[src/hdl/palette_shade_remap_core_assert.svh]
// ----------------------------------------------------------------------------
// Palette shade remap core assertion macros
// Concurrent property checks clocked on clk, held off during rst.
// ----------------------------------------------------------------------------
`ifndef PALETTE_SHADE_REMAP_CORE_ASSERT_SVH
`define PALETTE_SHADE_REMAP_CORE_ASSERT_SVH

// same-cycle implication
`define PSR_ASSERT_SAME(label, ante, cons, msg) \
  label: assert property (@(posedge clk) disable iff (rst) (ante) |-> (cons)) \
    else $error(msg);

// next-cycle implication
`define PSR_ASSERT_NEXT(label, ante, cons, msg) \
  label: assert property (@(posedge clk) disable iff (rst) (ante) |=> (cons)) \
    else $error(msg);

`endif

[src/hdl/palsr_pkg.sv]
// ----------------------------------------------------------------------------
// palsr_pkg
// Shared types, widths and constants of the palette shade remap core.
// ----------------------------------------------------------------------------
`timescale 1ns / 1ps
`default_nettype none

package palsr_pkg;

  localparam int PALETTE_ENTRIES = 256;
  localparam int PAL_AW          = $clog2(PALETTE_ENTRIES);

  localparam int IDX_W  = 8;
  localparam int CH_W   = 8;
  localparam int TINT_W = 10;
  localparam int DIST_W = 10;
  localparam int IN_W   = 64;
  localparam int OUT_W  = 40;

  localparam int LUM_R = 299;
  localparam int LUM_G = 587;
  localparam int LUM_B = 114;

  localparam int LUMP_W    = 18;
  localparam int LUM_SHIFT = 28;
  localparam int REC1K_W   = 19;
  localparam logic [REC1K_W-1:0] RECIP_1000 =
    REC1K_W'(((64'd1 << LUM_SHIFT) + 64'd999) / 64'd1000);

  localparam int SHP_W     = TINT_W + CH_W;
  localparam int SHD_W     = 16;
  localparam int SHD_SHIFT = 24;
  localparam int REC255_W  = 17;
  localparam logic [REC255_W-1:0] RECIP_255 =
    REC255_W'(((64'd1 << SHD_SHIFT) + 64'd254) / 64'd255);

  localparam int CH_MAX = 255;
  localparam logic [SHP_W-1:0] CLAMP_LIMIT = SHP_W'(CH_MAX * 256);
  localparam logic [DIST_W-1:0] DIST_START = '1;

  typedef enum logic {
    KIND_LOAD  = 1'b0,
    KIND_REMAP = 1'b1
  } kind_t;

  typedef enum logic [3:0] {
    ST_IDLE,
    ST_READ,
    ST_LUM_MUL,
    ST_LUM_DIV,
    ST_LUM_SUM,
    ST_SHADE_MUL,
    ST_SHADE_DIV,
    ST_SEARCH,
    ST_DRAIN,
    ST_DONE
  } state_t;

  typedef struct packed {
    logic pad;
    logic mono;
    logic [TINT_W-1:0] tint_blue;
    logic [TINT_W-1:0] tint_green;
    logic [TINT_W-1:0] tint_red;
    logic [CH_W-1:0] load_blue;
    logic [CH_W-1:0] load_green;
    logic [CH_W-1:0] load_red;
    logic [IDX_W-1:0] entry_index;
  } in_data_t;

  typedef struct packed {
    logic [IDX_W-1:0] nearest_index;
    logic [CH_W-1:0] shaded_blue;
    logic [CH_W-1:0] shaded_green;
    logic [CH_W-1:0] shaded_red;
    logic [IDX_W-1:0] result_index;
  } out_data_t;

  typedef struct packed {
    logic load_wr;
    logic capture;
    logic fetch;
    logic lum_mul;
    logic lum_div;
    logic lum_sum;
    logic shade_mul;
    logic shade_div;
    logic scan;
  } dp_cmd_t;

  typedef struct packed {
    logic req_zero;
    logic scan_last;
  } dp_status_t;

endpackage

`default_nettype wire

[src/hdl/palsr_ctrl.sv]
// ----------------------------------------------------------------------------
// palsr_ctrl
// Sequencer for loads, shading steps, palette scan and result hand-off.
// ----------------------------------------------------------------------------
`timescale 1ns / 1ps
`default_nettype none

module palsr_ctrl (
  input  wire logic                 clk,
  input  wire logic                 rst,
  input  wire logic                 in_valid,
  input  wire palsr_pkg::kind_t     in_kind,
  output logic                      in_ready,
  output logic                      out_valid,
  input  wire logic                 out_ready,
  input  wire palsr_pkg::dp_status_t status,
  output palsr_pkg::dp_cmd_t        cmd
);

  palsr_pkg::state_t state;
  palsr_pkg::state_t state_next;

  always_ff @(posedge clk) begin
    if (rst) begin
      state <= palsr_pkg::ST_IDLE;
    end else begin
      state <= state_next;
    end
  end

  always_comb begin
    state_next = state;
    cmd        = '0;
    in_ready   = 1'b0;
    out_valid  = 1'b0;
    case (state)
      palsr_pkg::ST_IDLE: begin
        in_ready = 1'b1;
        if (in_valid) begin
          if (in_kind == palsr_pkg::KIND_REMAP) begin
            cmd.capture = 1'b1;
            state_next  = palsr_pkg::ST_READ;
          end else begin
            cmd.load_wr = 1'b1;
          end
        end
      end
      palsr_pkg::ST_READ: begin
        cmd.fetch  = 1'b1;
        state_next = palsr_pkg::ST_LUM_MUL;
      end
      palsr_pkg::ST_LUM_MUL: begin
        cmd.lum_mul = 1'b1;
        state_next  = palsr_pkg::ST_LUM_DIV;
      end
      palsr_pkg::ST_LUM_DIV: begin
        cmd.lum_div = 1'b1;
        state_next  = palsr_pkg::ST_LUM_SUM;
      end
      palsr_pkg::ST_LUM_SUM: begin
        cmd.lum_sum = 1'b1;
        state_next  = palsr_pkg::ST_SHADE_MUL;
      end
      palsr_pkg::ST_SHADE_MUL: begin
        cmd.shade_mul = 1'b1;
        state_next    = palsr_pkg::ST_SHADE_DIV;
      end
      palsr_pkg::ST_SHADE_DIV: begin
        cmd.shade_div = 1'b1;
        // entry zero skips the scan
        state_next = status.req_zero ? palsr_pkg::ST_DONE : palsr_pkg::ST_SEARCH;
      end
      palsr_pkg::ST_SEARCH: begin
        cmd.scan = 1'b1;
        if (status.scan_last) begin
          state_next = palsr_pkg::ST_DRAIN;
        end
      end
      palsr_pkg::ST_DRAIN: begin
        state_next = palsr_pkg::ST_DONE;
      end
      palsr_pkg::ST_DONE: begin
        out_valid = 1'b1;
        if (out_ready) begin
          state_next = palsr_pkg::ST_IDLE;
        end
      end
      default: begin
        state_next = palsr_pkg::ST_IDLE;
      end
    endcase
  end

endmodule

`default_nettype wire

[config.mk]
export PLATFORM = sky130hd
export DESIGN_NAME = palsr_ctrl
export DESIGN_NICKNAME = d
export VERILOG_FILES = /design/src/hdl/palette_shade_remap_core_assert.svh /design/src/hdl/palsr_pkg.sv /design/src/hdl/palsr_ctrl.sv
export SDC_FILE = /design/constraint.sdc
export NUM_CORES = 1
export LEC_CHECK = 0
export BUFFER_PORTS_ARGS = -buffer_cell sky130_fd_sc_hd__buf_4
export CAP_MARGIN = 20
export CORE_AREA = 2 2 39 41
export CTS_CLUSTER_SIZE = 12
export DETAILED_ROUTE_END_ITERATION = 12
export DIE_AREA = 0 0 41 43
export GPL_TIMING_DRIVEN = 0
export HOLD_SLACK_MARGIN = 0.08
export PLACE_DENSITY = 0.63
export SLEW_MARGIN = 0
export SYNTH_ARGS = -nofsm -noshare
export SYNTH_HDL_FRONTEND = slang
export SYNTH_SLANG_ARGS = --single-unit
[constraint.sdc]
create_clock -name clk -period 1.65 [get_ports clk]
set_input_delay 0.165 -clock clk [delete_from_list [all_inputs] [get_ports clk]]
set_output_delay 0.165 -clock clk [all_outputs]
set_load 0.02 [all_outputs]
After elaboration in Yosys (flattened, before gate mapping). Cells that the tools add are included.

Reductions and logical operators: 2. Multiplexer cells: 19. Equal/unequal tests: 13.

Operators by type and width (number): $pmux W4 S10 (1); $mux W4 (5); $eq A4 B3 Y1 const B (4); $mux W1 (11); $eq A4 B2 Y1 const B (2); $eq A4 B4 Y1 const B (2); $ne A2 B2 Y1 const B (4); $eq A4 B1 Y1 const B (1); $logic_not A4 Y1 (1); $mux W2 (2); $reduce_and A4 Y1 (1).

Bits in registers: 4. Bits of input ports: 7. Logic and storage cells: 35. Output and inout bits: 11.

Depth between registers and ports, before layout. Gate-level depths: netlist of run 1.

Depth after elaboration: 3. Gate-level depth with buffers: 4.

Worst setup path before layout of run 1. OpenSTA, ideal clock, no wires.

Path type: reg-to-reg. Start point: reg state[1]. End point: reg state[0]. Data required time: 1527 ps. Buffers on the path: 0. Cell stages (with the launch flop): 4. Slack: 33 ps. Arrival time: 1494 ps. Cell sequence: dfxtp_1 nor4_2 a222oi_1 mux2_1.

Word-level cells in the longest chain between the ends: 3.

Ends and longest elaborated chain: from (decl) (RTL line palsr_ctrl.sv:20) `palsr_pkg::state_t state;`; from (signal assigned) (RTL line palsr_ctrl.sv:25) `state <= palsr_pkg::ST_IDLE;`; from (signal assigned) (RTL line palsr_ctrl.sv:27) `state <= state_next;`; $eq A4 B3 Y1 (tied with other cells) (RTL line palsr_ctrl.sv:36) `case (state)`; $ne A2 B2 Y1 (no line); $reduce_and A4 Y1 (no line).

Parallel ways exist; a longest one is shown, timed or not. A chain may end at the register's enable or synchronous reset.

==> results of run 1 <==
[layout make-up]
type | count | area (um2)
multi-input cells | 34 | 237.7
clock buffers | 3 | 22.52
plain buffers | 4 | 31.28
flip-flops and latches | 4 | 80.08
fillers | 156 | 849.6
well taps | 16 | 20.02
repair buffers | 17 | 127.6
inverters | 4 | 15.01
[metal layers]
metal / wire (um) / vias to the layer above / track usage [%]
met4: 12 / 0 / 8.000
met1: 436 / 181 / 18.65
met3: 63 / 2 / 3.141
li1: - / 212 / -
met5: 0 / - / 0
met2: 396 / 18 / 15.94
[power groups by stage]
stage / combinational (mW) / sequential [mW] / clock [mW]
5_1_grt: 0.513 / 0.166 / 0.137
4_1_cts: 0.445 / 0.152 / 0.134
2_1_floorplan: 0.300 / 0.147 / 0
6_report: 0.460 / 0.162 / 0.128
3_5_place_dp: 0.440 / 0.154 / 0
3_3_place_gp: 0.436 / 0.154 / 0
[cell families (layout without fill, tap and decap cells)]
group | count (synthesis) | in the layout
simple gates | 23 | 23
compound gates | 10 | 10
buf+inv | 8 | 28
flops | 4 | 4
mux | 1 | 1
[path summary, 6_finish.rpt]
kind                          from               endpoint  slack, ns  cells past startpoint
max reg2reg  state[1]$_SDFFE_PP0P_  state[0]$_SDFFE_PP0P_       0.15                      4
min reg2reg  state[3]$_SDFFE_PP0P_  state[1]$_SDFFE_PP0P_       0.57                      2
min                            rst  state[3]$_SDFFE_PP0P_       0.13                      2
max          state[0]$_SDFFE_PP0P_                 cmd[6]       0.08                      4
[stage by stage]
stage / util (%) / cell area (um2) / hold slack, ns / cells
6_report: 38.61 / 534.3 / 0.1295 / 82
5_1_grt: 38.61 / 534.3 / 0.1288 / 82
4_1_cts: 37.79 / 523.0 / 0.1197 / 82
3_5_place_dp: 36.08 / 499.2 / 0.3728 / 79
3_3_place_gp: 36.08 / 499.2 / 0.3743 / 79
2_1_floorplan: - / 351.6 / 0.2312 / 46
[cells in the mapped netlist]
library cell and instances:
nand2_1 7, nor3_1 6, dfxtp_1 4, inv_1 4
nor2_1 3, nor2b_1 2, o21ai_0 2, a211o_1 1
a211oi_1 1, a221o_1 1, a221oi_2 1, a222oi_1 1
a32oi_1 1, and3_1 1, and4b_4 1, and4bb_2 1
buf_2 1, buf_4 1, buf_6 1, clkbuf_1 1
mux2_1 1, nand2b_1 1, nor4_2 1, o211ai_1 1
o31a_1 1
[worst register-to-register path, cell delays in order, from the launching register on]
cell	delay, ns
dfxtp_1	0.33
buf_6	0.15
and4b_4	0.21
a222oi_1	0.35
mux2_1	0.35
==> out/summary.txt, run 1 <==
I/O Pins: 18
Critical Path AT: 1.41 ns
Sequential share of the synthesized area: 22.78%
Initial Utilization: 25.41%
Proportion of synthesized area in mux cells: 3.203%
Core area: 1384 um2
Crit path kind: reg2out
Setup TNS: 0 ns
Syn_area_per_cell: 7.643 um2
Max transition margin: 78.61%
Die W: 41 um
Combinational power share: 61.2%
Family with the most delay on the worst path: flip-flops
Part of the cycle the worst path needs: 95.38%
Largest register by flop count: state
N_diodes: 0
Peak VDD IR: 0.6138 mV
Tmin final: 1.574 ns
Clk_lat worst skew: 0.24 ns
Biggest regs: state (4)
DRC errors left: 0
Crit end category: output port
Syn Inst Count: 46
Post-cts sizing count: 1
Largest net degree at the start of global routing: 11
CP Launch Type: flip-flop
Hold Fails Final Rpt: 0
CTS tree: built
DRT Pass-1 Iters: 4
Syn. warnings: 0
IO buf count: 17
Vias per cell: 5.037
Worst Clk Skew: 0.005405 ns
#FFs+latches synth: 4
Slowest CP cell: dfxtp_1
Initial antenna violation count: 0
Pwr/cell area: 1404 nW/um2
Worst Tran Pin Value: 0.3184 ns
Post-Route WL: 908 um
Buffers and inverters on the worst path: 2
CTS Root Cell: clkbuf_4
Outcome: finished clean
Pre-CTS setup slack: 0.1522 ns
Total number of vias: 413
Top post-synthesis cells by area: dfxtp_1 23%, nor3_1 8.5%, nand2_1 7.5%
P_leak: 0.2368 nW
Area Overhead vs Synth: 51.96%
Sequential Power Share: 21.7%
Synth unique cells: 25
Post-CTS setup buffer count: 0
Post-Synth Simple-Gate Area: 37.37%
Adder-cell share of the synthesized area: 0%
Cts hold-fix bufs: 0
Area fraction of the dominant cell type after synthesis: 22.78%
Commonest non-fill, non-tap cell in the layout: buf_4
Switch share: 44.20%
Crit path largest cell delay: 0.47 ns
H-Tree Depth: 1
Synthesized Nets: 53
Dpl hpwl: 659.6 um
Cell Rows: 14
Worst min-delay path category: in2reg
Max reg flops: 4
Max Fclk: 635.4 MHz
Synth area leader: dfxtp_1
Largest family of logic cells by synthesized area: simple AND/OR/NAND/NOR gates
Clock network power share: 17.1%
Worst-path cell chain: clkbuf_4, nand2_1, nor3_1, buf_4
Final Setup Violations: 0
Gr ovfl total: 0
Die ar.: 1763 um2
CTS Sinks: 4
Required @ worst endpoint: 1.48 ns
Mapped Area: 351.6 um2
Routed Antenna Nets: 0
Sw Pwr: 331.7 uW
Synth Area in Compound Gates: 24.56%
Total power: 750.3 uW
RSZ-0062 raised after global routing: yes
CTS Buf Count: 3
Routability cong.: 0.7983
Final nets: 75
Most frequent cells in the layout: 18 x buf_4, 7 x nand2_1, 6 x nor3_1
Clock Path Buffers: 2
Starting DRC count in detailed routing: 10
Clk pin slew, worst setup/hold paths: 0.04 ns
Die Height: 43 um
First-pass GRT wire length: 1.524 mm
CP max FO: 10
Internal power: 418.7 uW
GRT Overall Usage: 12.75%
Max-cap violations: 0
Routed len/inst: 11.07 um
Post-route worst setup slack: 0.07631 ns
Share of cells above drive strength 1: 42.42%
Synth Area in XOR/XNOR: 0%
Slew Limit Fails: 0
Vias in the first global route: 364
Power figures use the tool's default switching activity.
==> run 2: changes to the inputs <==
Settings changed: ABC_AREA from default to 1, CELL_PAD_IN_SITES_DETAIL_PLACEMENT from default to 1, CELL_PAD_IN_SITES_GLOBAL_PLACEMENT from default to 1, CORE_AREA 2 2 39 41 to default, CORE_MARGIN from default to 2, CORE_UTILIZATION from default to 26, DIE_AREA 0 0 41 43 to default, PLACE_DENSITY 0.63 to 0.85.
==> out/summary.txt, run 2 <==
Required @ worst endpoint: 1.48 ns
Post-Layout Cell Count: 98
Syn_area_per_cell: 5.680 um2
Peak VDD IR: 0.7072 mV
Die ar.: 1689 um2
DRC errors left: 0
Vias per cell: 4.480
First-pass GRT wire length: 1.600 mm
CTS tree: built
CTS Buf Count: 3
Crit path kind: reg2out
Largest net degree at the start of global routing: 8
Synthesized Nets: 70
Worst min-delay path category: in2reg
Total number of vias: 439
Cell Rows: 13
DRT Pass-1 Iters: 2
Syn. warnings: 0
RSZ-0062 raised after global routing: no
Post-CTS setup buffer count: 0
Starting DRC count in detailed routing: 2
Cts hold-fix bufs: 0
Gr ovfl total: 0
Largest register by flop count: state
H-Tree Depth: 1
Sequential share of the synthesized area: 22.38%
Post-synth EDFFs: 0
Worst-path cell chain: nor2_2, nand2_2, nor2_1, nand2_1, nor2_1, buf_4
GRT Overall Usage: 14.91%
Top post-synthesis cells by area: dfxtp_1 22%, nand2_1 15%, inv_1 13%
Final Setup Violations: 0
N_diodes: 0
Crit end category: output port
Vias in the first global route: 387
Slew Limit Fails: 0
Max-cap violations: 0
Top post-synthesis cells by count: 14 x nand2_1, 12 x inv_1, 9 x nor2_1
Max transition margin: 81.38%
Final nets: 92
Commonest non-fill, non-tap cell in the layout: buf_4
Tmin final: 1.487 ns
Ys flop type: dfxtp_1
Initial antenna violation count: 0
Share of cells above drive strength 1: 37.35%
P_leak: 0.3381 nW
Routability cong.: 0.8192
Total power: 780.4 uW
FFs w/ async S/R, synth: 0%
Die W: 41.10 um
Area fraction of the dominant cell type after synthesis: 22.38%
Die Height: 41.10 um
Placed Cells: 95
DP Area: 504.2 um2
Worst path most repeated cell: nor2_1
Clock Path Buffers: 2
Pwr/cell area: 1481 nW/um2
Initial Utilization: 27.50%
Slowest CP cell: dfxtp_1
Critical Path AT: 1.32 ns
Max Fclk: 672.3 MHz
Routed len/inst: 10.89 um
Hold Fails Final Rpt: 0
Outcome: finished clean
Worst Tran Pin Value: 0.2783 ns
Synth area leader: dfxtp_1
#FFs+latches synth: 4
CP Launch Type: flip-flop
Max reg flops: 4
Area Overhead vs Synth: 47.20%
Post-Route WL: 1.067 mm
Clk pin slew, worst setup/hold paths: 0.04 ns
I/O Pins: 18
IO buf count: 17
Syn Inst Count: 63
Part of the cycle the worst path needs: 90.15%
CTS Root Cell: clkbuf_4
Post-cts sizing count: 0
Crit path largest cell delay: 0.37 ns
Worst Clk Skew: 0.004050 ns
Top-count cell post-synth: nand2_1
Routed Antenna Nets: 0
Most frequent cells in the layout: 17 x buf_4, 14 x nand2_1, 12 x inv_1
Clk_lat worst skew: 0.24 ns
Final Core Density: 40.48%
Setup TNS: 0 ns
Core area: 1301 um2
Dpl hpwl: 894.9 um
Synth unique cells: 16
CTS Sinks: 4
Final instance area: 526.8 um2
Biggest regs: state (4)
Mapped Area: 357.8 um2
CP max FO: 7
[run 2: changes by cell type after synthesis, sizes merged, moves of 2 or more]
cell,change
inv,+11
nor2,+10
nand2,+8
nand3,+6
nor3,-5
a21oi,+3
buf,-3
nand4,+3
nor2b,-2
[run 2: worst paths after layout]
| path | from | to | slack [ns] | depth (start not counted) |
|---|---|---|---|---|
| max | state[1]$_SDFFE_PP0P_ | cmd[8] | 0.16 | 6 |
| min | rst | state[1]$_SDFFE_PP0P_ | 0.1 | 2 |
| max reg2reg | state[0]$_SDFFE_PP0P_ | state[0]$_SDFFE_PP0P_ | 0.46 | 7 |
| min reg2reg | state[0]$_SDFFE_PP0P_ | state[0]$_SDFFE_PP0P_ | 0.57 | 2 |
[run 2: critical path, delay by kind of cell (launching register included)]
| family | cells | cell delay (ns) |
|---|---|---|
| flip-flops | 1 | 0.37 |
| buffers and inverters | 1 | 0.14 |
| AND/OR/NAND/NOR | 5 | 0.58 |
[run 2: per-layer routing]
| metal | up-vias | track usage (%) | wire length [um] |
|---|---|---|---|
| met4 | 0 | 7.258 | 0 |
| met1 | 199 | 18.97 | 481 |
| met5 | - | 0 | 0 |
| met3 | 0 | 3.261 | 23 |
| met2 | 5 | 23.44 | 562 |
| li1 | 235 | - | - |
[run 2: cell families after synthesis]
| kind of cell | share of synthesized area [%] |
|---|---|
| buffers and inverters | 16.78 |
| and+or+nand+nor | 55.24 |
| AOI/OAI and AO/OA | 5.592 |
| DFF | 22.38 |
[run 2: layout make-up]
type,instances,area (um2)
Clock buffer,3,22.52
Fill cell,187,774.5
Inverter,16,60.06
Multi-Input combinational cell,43,217.7
Sequential cell,4,80.08
Tap cell,15,18.77
Timing Repair Buffer,17,127.6
[run 2: power breakdown]
| group | internal, mW | leakage [nW] | total [mW] | switching [mW] |
|---|---|---|---|---|
| clock | 0.0816 | 0.0138 | 0.125 | 0.0433 |
| combinational | 0.183 | 0.292 | 0.482 | 0.299 |
| sequential | 0.125 | 0.0328 | 0.174 | 0.0486 |
[run 2: metrics by stage]
step	setup WS, ns	hold slack [ns]
after floorplan	0.1800	0.2341
after global placement	0.4221	0.3376
after detailed placement	0.4149	0.3405
after CTS	0.1480	0.08663
after global routing	0.01907	0.09949
final	0.1626	0.09900
==> run 3: changes to the inputs <==
==> constraint.sdc (replaced) <==
create_clock -name clk -period 1.65 [get_ports clk]
set_input_delay 0.33 -clock clk [delete_from_list [all_inputs] [get_ports clk]]
set_output_delay 0.33 -clock clk [all_outputs]
set_load 0.02 [all_outputs]
==> out/summary.txt, run 3 (synthesis gave the netlist of run 2 again) <==
Routability cong.: 0.8192
Total number of vias: 443
Crit path kind: reg2out
DRT Pass-1 Iters: 3
Hold depth: 2
Cell Rows: 13
Clock Path Buffers: 2
Most frequent cells in the layout: 18 x buf_4, 14 x nand2_1, 12 x inv_1
Worst min-delay path category: in2reg
Die W: 41.10 um
CTS Root Cell: clkbuf_4
Max transition margin: 81.77%
Max reg flops: 4
Final nets: 93
CP max FO: 5
Cts hold-fix bufs: 0
Required @ worst endpoint: 1.32 ns
DP Area: 504.2 um2
CTS Sinks: 4
Biggest regs: state (4)
Hold endpoint: state[1]$_SDFFE_PP0P_
Starting DRC count in detailed routing: 1
N_diodes: 0
Initial Utilization: 27.50%
Largest net degree at the start of global routing: 8
DRC errors left: 0
Hold Path Origin: rst
Worst Clk Skew: 0.004041 ns
Tmin final: 1.564 ns
I/O Pins: 18
Final instance area: 541.8 um2
GRT Overall Usage: 14.91%
Peak VDD IR: 0.7417 mV
Worst Tran Pin Value: 0.2709 ns
Clk pin slew, worst setup/hold paths: 0.04 ns
Total power: 822.0 uW
Post-Route WL: 1.084 mm
Die ar.: 1689 um2
RSZ-0062 raised after global routing: yes
Max Fclk: 639.3 MHz
Part of the cycle the worst path needs: 94.80%
Initial antenna violation count: 0
First-pass GRT wire length: 1.600 mm
IO buf count: 17
Outcome: finished clean
Area Overhead vs Synth: 51.40%
Final Setup Violations: 0
Setup TNS: 0 ns
R2r endpoint: state[0]$_SDFFE_PP0P_
Gr ovfl total: 0
Commonest non-fill, non-tap cell in the layout: buf_4
CTS Buf Count: 3
Routed len/inst: 10.95 um
R2R setup slack: 0.50 ns
Die Height: 41.10 um
Crit end category: output port
Critical R2R Launch: state[3]$_SDFFE_PP0P_
P_leak: 0.3447 nW
R2R depth: 6
Clk_lat worst skew: 0.24 ns
Vias in the first global route: 387
Slew Limit Fails: 0
Filler cells: 186
Core area: 1301 um2
Vias per cell: 4.475
Share of cells above drive strength 1: 40.48%
H-Tree Depth: 1
Critical Path AT: 1.23 ns
Largest register by flop count: state
Pwr/cell area: 1517 nW/um2
Hold Fails Final Rpt: 0
Dpl hpwl: 894.9 um
Hold Slack: 0.2566 ns
Routed Antenna Nets: 0
CTS tree: built
Max-cap violations: 0
CP Launch Type: flip-flop
## run 3: changes by cell type in the layout (fill, tap and decap cells not counted)
cell     change
dfxtp_1      -2
dfxtp_2      +2
buf_4        +1
nor2_2       -1
nor2_4       +1
## run 3: area by class of cell
cell class | instances | area [um2] | share of cell area, %
timing repair buffer | 18 | 135.1 | 24.94
sequential | 4 | 82.58 | 15.24
tap | 15 | 18.77 | 3.464
inverter | 16 | 60.06 | 11.09
clock buffer | 3 | 22.52 | 4.157
multi-input combinational | 43 | 222.7 | 41.11
## run 3: timing repair
action,4_1_cts,5_1_grt
pin swaps,0,1
buffers inserted,0,1
hold endpoints to repair,0,0
gates cloned,0,0
resized for setup,1,2
endpoints found under the setup margin,1,4
## run 3: worst max path at each step
stage	start	to	slack, ns	depth (start not counted)
finish	state[0]$_SDFFE_PP0P_	cmd[8]	0.09	6
global placement	state[1]$_SDFFE_PP0P_	cmd[8]	0.26	6
global route	state[0]$_SDFFE_PP0P_	cmd[8]	-0.004	6
CTS	state[0]$_SDFFE_PP0P_	out_valid	0.02	3
floorplan	state[1]$_SDFFE_PP0P_	cmd[8]	0.02	5
detailed placement	state[1]$_SDFFE_PP0P_	cmd[8]	0.25	6
## run 3: critical path: stages, from the launching register on
cell	delay (ns)
dfxtp_2	0.35
nor2_4	0.15
nand2_2	0.08
nor2_1	0.12
nand2_1	0.06
nor2_1	0.09
buf_4	0.14
## run 3: where the power goes
part           total [mW]  internal (mW)  switching, mW
Sequential          0.186          0.130         0.0555
Clock               0.125         0.0816         0.0433
Combinational       0.511          0.208          0.303
## run 3: routing by layer
layer  routed length, um  part of all wire (%)  GRT usage [%]  up-vias
met5                   0                     0              0        -
met4                   0                     0          7.258        0
met3                  23                   2.1          3.261        0
met2                 571                    53          23.44        5
met1                 490                    45          18.97      201
li1                    -                     -              -      237
## run 3: metrics by stage
stage | util, % | worst slack (ns) | instances
after CTS | 40.87 | 0.01999 | 98
after global routing | 41.63 | -0.004136 | 99
after floorplan | - | 0.01502 | 63
after global placement | 38.75 | 0.2571 | 95
final | 41.63 | 0.08587 | 99
after detailed placement | 38.75 | 0.2499 | 95
